===== src/src/nsd_pkg.sv =====
// Shared types and constants for the netstring deframer.
// No dependencies; used by src/netstring_deframer.sv.
`default_nettype none

package nsd_pkg;

    // Widths of the stream fields
    localparam int unsigned ByteW   = 8;
    localparam int unsigned LenW    = 30;
    localparam int unsigned KindW   = 2;
    localparam int unsigned TdataW  = 40;   // payload + frame_length, padded to bytes

    // Longest length prefix accepted by default
    localparam int unsigned MaxDigitsDef = 9;

    // Characters of the framing
    localparam logic [ByteW-1:0] ChColon = 8'h3A;
    localparam logic [ByteW-1:0] ChComma = 8'h2C;
    localparam logic [ByteW-1:0] ChZero  = 8'h30;
    localparam logic [ByteW-1:0] ChNine  = 8'h39;

    typedef enum logic [1:0] {
        PH_IDLE    = 2'd0,
        PH_DIGITS  = 2'd1,
        PH_PAYLOAD = 2'd2,
        PH_TERM    = 2'd3
    } t_phase;

    typedef enum logic [KindW-1:0] {
        KIND_PAYLOAD = 2'd0,
        KIND_ACCEPT  = 2'd1,
        KIND_ABORT   = 2'd2
    } t_kind;

endpackage

`default_nettype wire


===== src/src/netstring_deframer.sv =====
// Netstring deframer top level: parses length, colon, payload and terminator.
// Depends on src/nsd_pkg.sv for types and constants.
//
// Usage
//   Slave channel s_axis_*: one byte of the incoming stream per word.
//   Master channel m_axis_*: one word per payload byte (tuser = payload kind,
//   tlast low) and one word per frame end (tuser = accept or abort, tlast high).
//   Every word carries the declared frame length in tdata[37:8].
//   Bytes of the length prefix, the colon and stray bytes give no word.
// Pipeline and throughput
//   A byte taken waits in the input register; once parsed, its word, if any,
//   goes to the result register that drives m_axis. One byte per cycle is
//   sustained while m_axis_tready is high; the parse step is a single pass of
//   compare and multiply-by-ten logic between the input and result registers.
// Reset
//   i_rst_n low at a clock edge empties both registers and returns the parser
//   to idle, waiting for the first length digit.
// Back-pressure
//   While m_axis_tready is low the result word holds. Bytes that give no word
//   keep flowing; a byte that would give one waits in the input register, and
//   s_axis_tready drops only once that register is also occupied.
`default_nettype none

module netstring_deframer #(
    parameter int unsigned MAX_DIGITS = nsd_pkg::MaxDigitsDef
) (
    input  wire logic                        i_clk,
    input  wire logic                        i_rst_n,

    input  wire logic                        s_axis_tvalid,
    output logic                             s_axis_tready,
    input  wire logic [nsd_pkg::ByteW-1:0]   s_axis_tdata,  // [7:0] data_byte

    output logic                             m_axis_tvalid,
    input  wire logic                        m_axis_tready,
    output logic [nsd_pkg::TdataW-1:0]       m_axis_tdata,  // [7:0] payload,
                                                            // [37:8] frame_length,
                                                            // [39:38] zero
    output logic [nsd_pkg::KindW-1:0]        m_axis_tuser,  // [1:0] kind
    output logic                             m_axis_tlast   // last
);

    localparam int unsigned CntW = $clog2(MAX_DIGITS + 1);
    localparam logic [CntW-1:0] CntMax = CntW'(MAX_DIGITS);
    localparam logic [CntW-1:0] CntOne = CntW'(1);

    localparam int unsigned ByteW = nsd_pkg::ByteW;
    localparam int unsigned LenW  = nsd_pkg::LenW;

    // Input register
    logic             r_in_valid;
    logic [ByteW-1:0] r_in_byte;

    // Parser state
    nsd_pkg::t_phase  r_phase, n_phase;
    logic [LenW-1:0]  r_accum, n_accum;
    logic [CntW-1:0]  r_count, n_count;
    logic [LenW-1:0]  r_left,  n_left;

    // Result register
    logic               r_out_valid;
    nsd_pkg::t_kind     r_out_kind;
    logic [ByteW-1:0]   r_out_payload;
    logic               r_out_last;
    logic [LenW-1:0]    r_out_length;

    // Result of the byte in the input register
    logic               res_valid;
    nsd_pkg::t_kind     res_kind;
    logic [ByteW-1:0]   res_payload;
    logic               res_last;

    logic             is_digit;
    logic [LenW-1:0]  digit_val;
    logic [LenW-1:0]  accum_x10;
    logic             out_free;
    logic             proc_fire;

    assign is_digit  = (r_in_byte >= nsd_pkg::ChZero) && (r_in_byte <= nsd_pkg::ChNine);
    assign digit_val = LenW'(r_in_byte[3:0]);
    // times ten as 8a + 2a, wrapped to the length width
    assign accum_x10 = {r_accum[LenW-4:0], 3'b000} + {r_accum[LenW-2:0], 1'b0};

    assign out_free      = !r_out_valid || m_axis_tready;
    // a byte that gives no word never waits for the output side
    assign proc_fire     = r_in_valid && (!res_valid || out_free);
    assign s_axis_tready = !r_in_valid || proc_fire;

    // Next parser state
    always_comb begin
        n_phase = r_phase;
        n_accum = r_accum;
        n_count = r_count;
        n_left  = r_left;
        case (r_phase)
            nsd_pkg::PH_DIGITS: begin
                if (is_digit) begin
                    if (((r_count == CntOne) && (r_accum == '0)) || (r_count >= CntMax)) begin
                        // drop a leading zero, or restart after too many digits
                        n_accum = digit_val;
                        n_count = CntOne;
                        n_phase = nsd_pkg::PH_DIGITS;
                        n_left  = '0;
                    end else begin
                        n_accum = accum_x10 + digit_val;
                        n_count = r_count + CntOne;
                    end
                end else if (r_in_byte == nsd_pkg::ChColon) begin
                    n_left  = r_accum;
                    n_phase = (r_accum == '0) ? nsd_pkg::PH_TERM : nsd_pkg::PH_PAYLOAD;
                end else begin
                    // drop the digits and the stray byte
                    n_accum = '0;
                    n_count = '0;
                    n_phase = nsd_pkg::PH_IDLE;
                    n_left  = '0;
                end
            end
            nsd_pkg::PH_PAYLOAD: begin
                n_left = r_left - LenW'(1);
                if (r_left == LenW'(1)) begin
                    n_phase = nsd_pkg::PH_TERM;
                end
            end
            nsd_pkg::PH_TERM: begin
                if (r_in_byte == nsd_pkg::ChComma) begin
                    n_accum = '0;
                    n_count = '0;
                    n_phase = nsd_pkg::PH_IDLE;
                    n_left  = '0;
                end else begin
                    // abort, then treat the same byte as a possible start
                    n_accum = is_digit ? digit_val : '0;
                    n_count = is_digit ? CntOne : '0;
                    n_phase = is_digit ? nsd_pkg::PH_DIGITS : nsd_pkg::PH_IDLE;
                    n_left  = '0;
                end
            end
            default: begin
                n_accum = is_digit ? digit_val : '0;
                n_count = is_digit ? CntOne : '0;
                n_phase = is_digit ? nsd_pkg::PH_DIGITS : nsd_pkg::PH_IDLE;
                n_left  = '0;
            end
        endcase
    end

    // Result of the current byte
    always_comb begin
        res_valid   = 1'b0;
        res_kind    = nsd_pkg::KIND_PAYLOAD;
        res_payload = '0;
        res_last    = 1'b0;
        case (r_phase)
            nsd_pkg::PH_PAYLOAD: begin
                res_valid   = 1'b1;
                res_payload = r_in_byte;
            end
            nsd_pkg::PH_TERM: begin
                res_valid = 1'b1;
                res_last  = 1'b1;
                res_kind  = (r_in_byte == nsd_pkg::ChComma) ? nsd_pkg::KIND_ACCEPT
                                                            : nsd_pkg::KIND_ABORT;
            end
            default: begin
                res_valid = 1'b0;
            end
        endcase
    end

    // Input register: take a word whenever there is room
    always_ff @(posedge i_clk) begin
        if (!i_rst_n) begin
            r_in_valid <= 1'b0;
        end else if (s_axis_tvalid && s_axis_tready) begin
            r_in_valid <= 1'b1;
        end else if (proc_fire) begin
            r_in_valid <= 1'b0;
        end
        if (s_axis_tvalid && s_axis_tready) begin
            r_in_byte <= s_axis_tdata;
        end
    end

    // Parser state: advance once per parsed byte
    always_ff @(posedge i_clk) begin
        if (!i_rst_n) begin
            r_phase <= nsd_pkg::PH_IDLE;
            r_accum <= '0;
            r_count <= '0;
            r_left  <= '0;
        end else if (proc_fire) begin
            r_phase <= n_phase;
            r_accum <= n_accum;
            r_count <= n_count;
            r_left  <= n_left;
        end
    end

    // Result register: load a new word, or drop the old one once taken
    always_ff @(posedge i_clk) begin
        if (!i_rst_n) begin
            r_out_valid <= 1'b0;
        end else if (proc_fire && res_valid) begin
            r_out_valid <= 1'b1;
        end else if (m_axis_tready) begin
            r_out_valid <= 1'b0;
        end
        if (proc_fire && res_valid) begin
            r_out_kind    <= res_kind;
            r_out_payload <= res_payload;
            r_out_last    <= res_last;
            r_out_length  <= r_accum;
        end
    end

    assign m_axis_tvalid = r_out_valid;
    assign m_axis_tdata  = {2'b00, r_out_length, r_out_payload};
    assign m_axis_tuser  = r_out_kind;
    assign m_axis_tlast  = r_out_last;

endmodule

`default_nettype wire


===== config.mk =====
export PLATFORM = sky130hd
export DESIGN_NAME = netstring_deframer
export DESIGN_NICKNAME = d
export VERILOG_FILES = /design/src/src/nsd_pkg.sv /design/src/src/netstring_deframer.sv
export SDC_FILE = /design/constraint.sdc
export NUM_CORES = 1
export LEC_CHECK = 0
export ABC_AREA = 1
export BUFFER_PORTS_ARGS = -buffer_cell sky130_fd_sc_hd__buf_2
export CAP_MARGIN = 25
export CORE_ASPECT_RATIO = 0.75
export CORE_MARGIN = 2
export CORE_UTILIZATION = 50
export DETAILED_ROUTE_END_ITERATION = 16
export PLACE_DENSITY = 0.69
export SLEW_MARGIN = 0
export SYNTH_ARGS = -nofsm -noshare
export SYNTH_HDL_FRONTEND = slang
export SYNTH_SLANG_ARGS = --single-unit

===== constraint.sdc =====
create_clock -name i_clk -period 3.4 [get_ports i_clk]
set_clock_uncertainty 0.15 [all_clocks]
set_input_delay 0.17 -clock i_clk [delete_from_list [all_inputs] [get_ports i_clk]]
set_output_delay 0.17 -clock i_clk [all_outputs]
set_load 0.05 [all_outputs]

==> results.py <==
metrics = {
    "power_and_ir_drop": {
        "p_switching_mw": 0.802,
        "peakVddDrop_mv": 0.287,
        "total_power_mw": 3.52,
        "swShare_pct": 22.8,
        "leakage_nw": 4.08,
        "p_comb_share_pct": 5.4,
        "clkPwrFrac_pct": 52.3,
        "p_int_mw": 2.72,
        "power_density_mw_per_mm2": 396,
        "power_frac_seq_pct": 42.2,
    },
    "floorplanning": {
        "dieArea_sq_mm": 0.0167,
        "fp.dieW_microns": 149,
        "chipHeight_microns": 112,
        "rows": 39,
        "io_pins": 57,
        "start_util_pct": 51.3,
        "fp.coreArea_sq_mm": 0.0153,
    },
    "timing": {
        "timing.slew.headroom_pct": 45.0,
        "grt_setup_unrepaired": "false",
        "final_hold_viol_count": 0,
        "fin_crit_sh_pct": 87.5,
        "slew_viol_final": 0,
        "setup_viol": 0,
        "fmax_mhz": 336,
        "tns_ns": 0,
        "fin_crit_ns": 2.97,
        "worst_slew_pin_slew_ns": 0.823,
    },
    "status": {
        "status": "finished clean",
    },
    "logic_synthesis": {
        "netlist_instances": 1055,
        "ys_ff_latch": 117,
        "synth_cell_types": 52,
        "synth-simple-area-share_pct": 31.4,
        "syn_avg_cell_area_sq_um": 7.43,
        "synth_top_area_share_pct": 18.8,
        "synth_fa_ha_area_share_pct": 10.6,
        "synthTopCellsByCount": "296 x nand2_1, 123 x nor2_1, 100 x inv_1",
        "synth_compound_area_share_pct": 11.7,
        "synth_area_leaders": "edfxtp_1 19%, dfxtp_1 17%, nand2_1 14%, ha_1 10%, a21oi_1 6.0%",
        "synth_xor_area_share_pct": 2.01,
        "async_flop_share_pct": 0,
        "syn-cell-area_sq_mm": 0.00784,
        "yosys.area.top_type": "edfxtp_1",
        "muxShareOfSynthArea_pct": 0,
        "ys.flop_type": "dfxtp_1",
        "yosys_warnings": 0,
        "synth.most_common_cell": "nand2_1",
        "synth_top_family_by_area": "simple AND/OR/NAND/NOR gates",
        "synth_edf_count": 49,
        "yosysSeqAreaShare_pct": 36.2,
    },
    "layout": {
        "num-fill-cells": 1428,
        "multi_input_area_sq_mm": 0.00437,
        "syn_to_final_growth_pct": 13.5,
        "final_core_util_pct": 58.2,
        "final-seq-area_sq_mm": 0.00283,
        "drive_gt1_share_pct": 11.1,
        "antenna_cells": 0,
        "fin_nets": 1196,
    },
    "global_route": {
        "track_usage_pct": 27.1,
        "antenna_found_initial": 0,
        "grt_overflow": 0,
        "grt_pass1_vias": 6782,
        "grt_pass1_wl_microns": 35200,
        "grt_max_degree": 41,
    },
    "setup_path": {
        "path_class": "reg2reg",
        "path_max_fanout": 5,
        "critPathLaunchType": "register",
        "cp.arrival_ns": 3.10,
        "required_ns": 3.52,
        "critPathCaptureType": "register",
    },
    "clock_network": {
        "clockBufferDepth": 2,
        "htreeDepth": 4,
        "numCtsBuffers": 17,
        "cts_setup_buffers": 0,
        "clock-sinks": 117,
        "worst_skew_pair.late_latency_ns": 0.43,
        "clk_pin_slew_ns": 0.06,
        "tritoncts": "built",
        "cts-root-buf": "clkbuf_16",
    },
    "route": {
        "drc": 0,
        "wl_microns": 22200,
        "viasPerCell": 5.49,
        "drt_iter0_drc": 799,
        "dr.pass1.iters": 5,
        "final_antenna_net_count": 0,
        "wire_per_inst_microns": 16.6,
        "vias": 7336,
    },
    "placement": {
        "hpwl_microns": 15800,
        "portBuffers": 54,
        "gp_congestion": 0.921,
    },
    "flow_run": {
        "maxCapViolCount": 0,
    },
    "min_path": {
        "hold_path_class": "in2reg",
    },
}
[cell families after synthesis]
group           after synthesis
compound gates              167
xor+xnor                     18
fa+ha+maj                    65
buf+inv                     135
flops                       117
other cells                   1
simple gates                552
[metrics by stage]
stage	area (sq um)	instances	hold WS (ns)	setup WS (ns)
2_1_floorplan	7840	1056	0.119	0.720
5_1_grt	8890	1337	0.300	0.181
4_1_cts	8890	1337	0.293	0.438
3_3_place_gp	8190	1294	0.198	0.529
3_5_place_dp	8190	1294	0.198	0.464
6_report	8890	1337	0.298	0.426
[worst max-delay path: stages (launching register included)]
cell and delay, ns:
edfxtp_1 0.43, inv_2 0.10, fa_1 0.53, fa_1 0.47, o21ai_0 0.35, nand2_1 0.08, nand2_1 0.13, nand2_1 0.08
nand2_1 0.10, nand3_1 0.11, nand2_1 0.09, nand2_1 0.05, nand3_1 0.08, a21oi_1 0.06
[layout make-up]
class	count	share of cell area, %
Timing Repair Buffer	71	4.78
Tap cell	205	2.88
Inverter	108	4.66
Clock buffer	23	5.28
Sequential cell	117	31.8
Clock inverter	9	1.43
Multi-Input combinational cell	804	49.1
[path summary, 6_finish.rpt]
check | to | cells after the start | start | slack, ns
max | r_accum[22] | 13 | r_in_byte[3] | 0.43
min | r_in_byte[1] | 2 | s_axis_tdata[1] | 0.30
max reg2reg | r_accum[22] | 13 | r_in_byte[3] | 0.43
min reg2reg | r_left[28] | 2 | r_left[28] | 0.32
[registers in the layout (all words and copies together), names as in the netlist, named ones only]
register and count:
r_out_payload 8, r_phase 1, r_count 4, r_out_length 30
r_in_byte 8, m_axis_tvalid 1, m_axis_tlast 1, m_axis_tuser 2
r_left 30, r_in_valid 1, r_accum 30
[power by group through the flow]
stage                     registers [mW]  logic [mW]  clock network, mW
after detailed placement            1.51       0.177                  0
after CTS                           1.49       0.189               1.85
after global routing                1.49       0.209               1.92
after floorplan                     1.52       0.135                  0
after global placement              1.51       0.177                  0
final                               1.49       0.192               1.84
[cells in the final DEF (no fill, tap or decap), drive strengths merged, types with 2 or more instances in the layout]
master and count:
nand2 303, nor2 131, inv 106, a21oi 94, dfxtp 68, ha 63
nand3 62, buf 60, edfxtp 49, o21ai 42, clkbuf 23, nand4 17
nor3 14, xor2 11, dlygate4sd3 11, o21bai 8, or2 8, xnor2 7
nand3b 7, o31ai 6, clkinv 6, a22oi 5, and3 4, nor3b 3
bufinv 3, o22ai 2, a21o 2, o211ai 2, fa 2, conb 2
clkinvlp 2, nor4 2
[what timing repair did]
item	in CTS	in global routing
resized for setup	0	0
endpoints found under the hold margin	16	0
hold buffers	11	0
[per-layer routing]
layer	track usage (%)	up-vias	routed length [microns]
met2	39.2	283	9240
met1	40.4	3394	10700
li1	-	3635	-
met5	0	-	0
met4	8.19	0	318
met3	6.18	24	1970
No activity file was read; power rests on OpenSTA's default activity.
